**src/spring_damper_implicit_step_macros.svh**
```systemverilog
// assertion macros for the spring-damper step block
// used by the top level only, expects clk and rst_n in scope
`ifndef SPRING_DAMPER_IMPLICIT_STEP_MACROS_SVH
`define SPRING_DAMPER_IMPLICIT_STEP_MACROS_SVH

// same-cycle implication
`define SDIS_ASSERT_SAME(lbl, ante, cons, msg) \
  lbl: assert property (@(posedge clk) disable iff (!rst_n) (ante) |-> (cons)) \
    else $error(msg);

// next-cycle implication
`define SDIS_ASSERT_NEXT(lbl, ante, cons, msg) \
  lbl: assert property (@(posedge clk) disable iff (!rst_n) (ante) |=> (cons)) \
    else $error(msg);

`endif

```
**src/sdis_pkg.sv**
```systemverilog
// shared types and constants of the spring-damper step block
// no dependencies
package sdis_pkg;

  localparam int NUM_W = 84;  // signed numerator
  localparam int MAG_W = 82;  // numerator magnitude
  localparam int DET_W = 49;  // determinant, always >= 2^32
  localparam int QUO_W = 50;  // quotient magnitude
  localparam int ACC_W = 96;  // product accumulator
  localparam int SUM_W = 52;  // position plus quotient

  localparam logic REG_ZETA  = 1'b0;
  localparam logic REG_OMEGA = 1'b1;

  typedef enum logic [3:0] {
    OP_HH, OP_HHH, OP_TZ, OP_TZO, OP_OO, OP_HOO, OP_HHOO, OP_TV, OP_DHH, OP_DHO
  } mul_op_t;

  typedef struct packed {
    logic    load;
    logic    mul_start;
    mul_op_t mul_op;
    logic    num_load;
    logic    div_start;
    logic    div_sel;    // 0 position, 1 velocity
    logic    div_store;
    logic    finish;
  } dp_cmd_t;

  typedef struct packed {
    logic mul_done;
    logic div_done;
  } dp_stat_t;

endpackage

```
**src/sdis_ctrl.sv**
```systemverilog
// sequencer for the spring-damper step: products, numerators, two divides
// depends on sdis_pkg
module sdis_ctrl (
  input  logic               clk,
  input  logic               rst_n,
  input  logic               in_valid,
  output logic               in_ready,
  output logic               out_valid,
  input  logic               out_ready,
  output sdis_pkg::dp_cmd_t  cmd,
  input  sdis_pkg::dp_stat_t stat
);
  import sdis_pkg::*;

  typedef enum logic [3:0] {
    S_IDLE, S_MUL_GO, S_MUL_WAIT, S_NUM, S_DIVX_GO, S_DIVX_WAIT,
    S_DIVV_GO, S_DIVV_WAIT, S_DONE
  } state_t;

  state_t  state_r;
  mul_op_t op_r;
  logic    out_valid_r;

  always_comb begin
    cmd           = '0;
    cmd.load      = (state_r == S_IDLE) && in_valid;
    cmd.mul_start = (state_r == S_MUL_GO);
    cmd.mul_op    = op_r;
    cmd.num_load  = (state_r == S_NUM);
    cmd.div_start = (state_r == S_DIVX_GO) || (state_r == S_DIVV_GO);
    cmd.div_sel   = (state_r == S_DIVV_GO) || (state_r == S_DIVV_WAIT);
    cmd.div_store = ((state_r == S_DIVX_WAIT) || (state_r == S_DIVV_WAIT)) && stat.div_done;
    cmd.finish    = (state_r == S_DONE) && (!out_valid_r || out_ready);
  end

  always_ff @(posedge clk) begin
    if (!rst_n) begin
      state_r     <= S_IDLE;
      op_r        <= OP_HH;
      out_valid_r <= 1'b0;
    end else begin
      if (cmd.finish) begin
        out_valid_r <= 1'b1;
      end else if (out_ready) begin
        out_valid_r <= 1'b0;
      end
      unique case (state_r)
        S_IDLE: begin
          if (in_valid) begin
            op_r    <= OP_HH;
            state_r <= S_MUL_GO;
          end
        end
        S_MUL_GO: state_r <= S_MUL_WAIT;
        S_MUL_WAIT: begin
          if (stat.mul_done) begin
            if (op_r == OP_DHO) begin
              state_r <= S_NUM;
            end else begin
              op_r    <= mul_op_t'(op_r + 4'd1);
              state_r <= S_MUL_GO;
            end
          end
        end
        S_NUM:     state_r <= S_DIVX_GO;
        S_DIVX_GO: state_r <= S_DIVX_WAIT;
        S_DIVX_WAIT: begin
          if (stat.div_done) state_r <= S_DIVV_GO;
        end
        S_DIVV_GO: state_r <= S_DIVV_WAIT;
        S_DIVV_WAIT: begin
          if (stat.div_done) state_r <= S_DONE;
        end
        S_DONE: begin
          if (cmd.finish) state_r <= S_IDLE;
        end
        default: state_r <= S_IDLE;
      endcase
    end
  end

  assign in_ready  = (state_r == S_IDLE);
  assign out_valid = out_valid_r;
endmodule

```
**config.mk**
```make
export PLATFORM = sky130hd
export DESIGN_NAME = sdis_ctrl
export DESIGN_NICKNAME = d
export VERILOG_FILES = /design/src/spring_damper_implicit_step_macros.svh /design/src/sdis_pkg.sv /design/src/sdis_ctrl.sv
export SDC_FILE = /design/constraint.sdc
export NUM_CORES = 1
export LEC_CHECK = 0
export BUFFER_PORTS_ARGS = -buffer_cell sky130_fd_sc_hd__buf_2
export CAP_MARGIN = 20
export CORE_ASPECT_RATIO = 1.1
export CORE_MARGIN = 1.5
export CORE_UTILIZATION = 30
export CTS_CLUSTER_DIAMETER = 100
export DETAILED_ROUTE_END_ITERATION = 16
export HOLD_SLACK_MARGIN = 0.06
export PLACE_DENSITY = 0.53
export SYNTH_ARGS = -nofsm -noshare
export SYNTH_HDL_FRONTEND = slang
export SYNTH_SLANG_ARGS = --single-unit
```
**constraint.sdc**
```tcl
create_clock -name clk -period 1.7 [get_ports clk]
set_input_delay 0.085 -clock clk [delete_from_list [all_inputs] [get_ports clk]]
set_output_delay 0.085 -clock clk [all_outputs]
set_load 0.05 [all_outputs]
```
==> reports/results.ini <==
[run_status]
outcome = finished, final reports clean

[route]
drtIter0Drc = 9
ant_nets = 0
dr.pass1.iters = 4
vias_per_cell = 5.05
route.detailed.drc = 0
wl_per_cell_um = 12.4
vias = 621
totalWireLength_um = 1530

[cts]
clkSinkCount = 9
cts.clk_slew.worst_paths_ns = 0.08
cts_setup_buffers = 0
cts_made_buffers = 3
cts.path.max_buffers = 2
clk_latency_ns = 0.27
htree_levels = 1
cts-root-buf = clkbuf_4
cts_tree = yes
cts_resized = 2
cts_hold_buf = 0

[finish]
fin_nets = 105
nFillCells = 202
multi_input_area_sq_um = 414
mostFrequentLayoutCells = buf_2 (17), dfxtp_1 (9), nand2_1 (6), buf_4 (6)
final_common_cell = buf_2
drive_above_1_share_pct = 38.5
diodes = 0
area_delta_synth_final_pct = 33.2
regArea_sq_um = 180

[timing]
worst_slew_margin_rel_pct = 71.4
max_freq_mhz = 628
min_period_ns = 1.59
hold_slack_ns = 0.142
timing_hold_violations_final = 0
rsz0062_at_grt = false
finalSetupViolCount = 0
slew_viol_final = 0
tightest_slew_ns = 0.418
fin_worst_skew_ns = 0.0110
final.period_utilization_pct = 93.7

[grt]
grt_pass1_wl_um = 2480
overflow = 0
antenna_found_initial = 0
grt.total_usage_pct = 14.6
first_global_vias = 561
grt_max_degree = 15

[logic_synthesis]
synthCells = 73
syn_nets = 81
yosys_warnings = 0
avgSynthCellArea_sq_um = 8.31
async_flop_share_pct = 0
netlist_area_sq_um = 607
synth_edf_count = 0
ys_seq_elements = 9
yosysSeqAreaShare_pct = 29.7
synth-main-ff-cell = dfxtp_1
synthDistinctLibCells = 36

[floorplanning]
initial_core_util_pct = 32.9
rows = 16
dieArea_sq_mm = 0.00230
fp.dieH_um = 50.2
fp.dieW_um = 45.9
core_sq_mm = 0.00184
ioPinCount = 19

[worst_hold_path]
min_path_type = primary input to register
hold_depth = 3

[worst_setup_path]
cp.required_ns = 1.62
cp_max_fo = 5
arrival_ns = 1.51
start_kind = register
critical_path_class = register to output pin
r2r_cells = 3
cp-end-kind = output pin

[power]
p_leak_nw = 0.358
p_per_area_mw_per_mm2 = 631
p_total_mw = 0.510
vdd_drop_max_v = 0.000476

[placement]
portBuffers = 18
post-dp-hpwl_um = 1110
place.gp.congestion = 0.816

[run]
maxCapViolCount = 0

cells by family (layout without fill, tap and decap cells):
logic type	count (synthesis)	after routing	share of synthesized area (%)
flip-flops	9	9	29.7
multiplexers	2	2	3.30
buffers and inverters	8	31	6.39
AO/OA/AOI/OAI	12	12	14.2
AND/OR/NAND/NOR	40	40	42.3
adder cells (fa/ha/maj)	2	2	4.12
metrics by stage:
stage / cell area (sq um) / setup WS (ns) / util [%] / cells / setup TNS (ns)
after CTS: 805 / 0.00451 / 43.7 / 123 / 0
after global routing: 808 / 0.0394 / 43.9 / 123 / 0
after floorplan: 629 / -0.0290 / - / 73 / -0.0290
final: 808 / 0.107 / 43.9 / 123 / 0
after detailed placement: 771 / 0.226 / 41.8 / 119 / 0
after global placement: 771 / 0.229 / 41.8 / 119 / 0
cell usage after synthesis, types with 2 or more instances:
| cell type | count | area (sq um) |
|---|---|---|
| nor3_1 | 2 | 10.0 |
| nand2_1 | 6 | 22.5 |
| nand2b_1 | 4 | 25.0 |
| ha_1 | 2 | 25.0 |
| clkbuf_1 | 2 | 7.51 |
| nor2b_1 | 2 | 12.5 |
| a2bb2oi_1 | 2 | 17.5 |
| dfxtp_1 | 9 | 180 |
| inv_1 | 3 | 11.3 |
| o211ai_1 | 2 | 15.0 |
| a31oi_1 | 2 | 12.5 |
| nor2_1 | 5 | 18.8 |
| a21boi_0 | 2 | 15.0 |
| and4bb_2 | 2 | 25.0 |
| mux2i_1 | 2 | 20.0 |
| nand4_1 | 4 | 25.0 |
| nand3_1 | 2 | 10.0 |
| and3b_1 | 2 | 17.5 |
critical path, stage by stage (launching register included):
cell and delay [ns]:
dfxtp_1 0.34, or3_4 0.43, nor2_4 0.09, and2_2 0.13, buf_2 0.25
final cells by class:
type,instances,share of cell area (%)
well taps,27,4.18
clock inverters,1,0.619
clock buffers,3,2.79
inverters,3,1.39
flip-flops and latches,9,22.3
repair buffers,24,17.5
multi-input cells,56,51.2
routing by layer:
| metal | vias up | global-route usage [%] | routed length (um) |
|---|---|---|---|
| met2 | 14 | 22.5 | 726 |
| met1 | 291 | 18.1 | 725 |
| met3 | 0 | 6.83 | 74 |
| li1 | 316 | - | - |
| met4 | 0 | 3.81 | 0 |
| met5 | - | 0 | 0 |
state kept, by name, indices dropped and copies added (netlist names):
| register | cells |
|---|---|
| op_r | 4 |
| state_r | 4 |
| out_valid | 1 |
power by group:
part / switching [mW] / internal [mW]
clock: 0.0846 / 0.0869
combinational: 0.0773 / 0.0417
sequential: 0.00432 / 0.215
final timing paths:
kind	start	to	slack, ns
min	stat[1]	op_r[2]	0.14
min reg2reg	op_r[0]	op_r[0]	0.54
max	state_r[3]	cmd[10]	0.11
max reg2reg	state_r[3]	op_r[3]	0.19
Note: power is estimated with default switching activity, not from simulation.
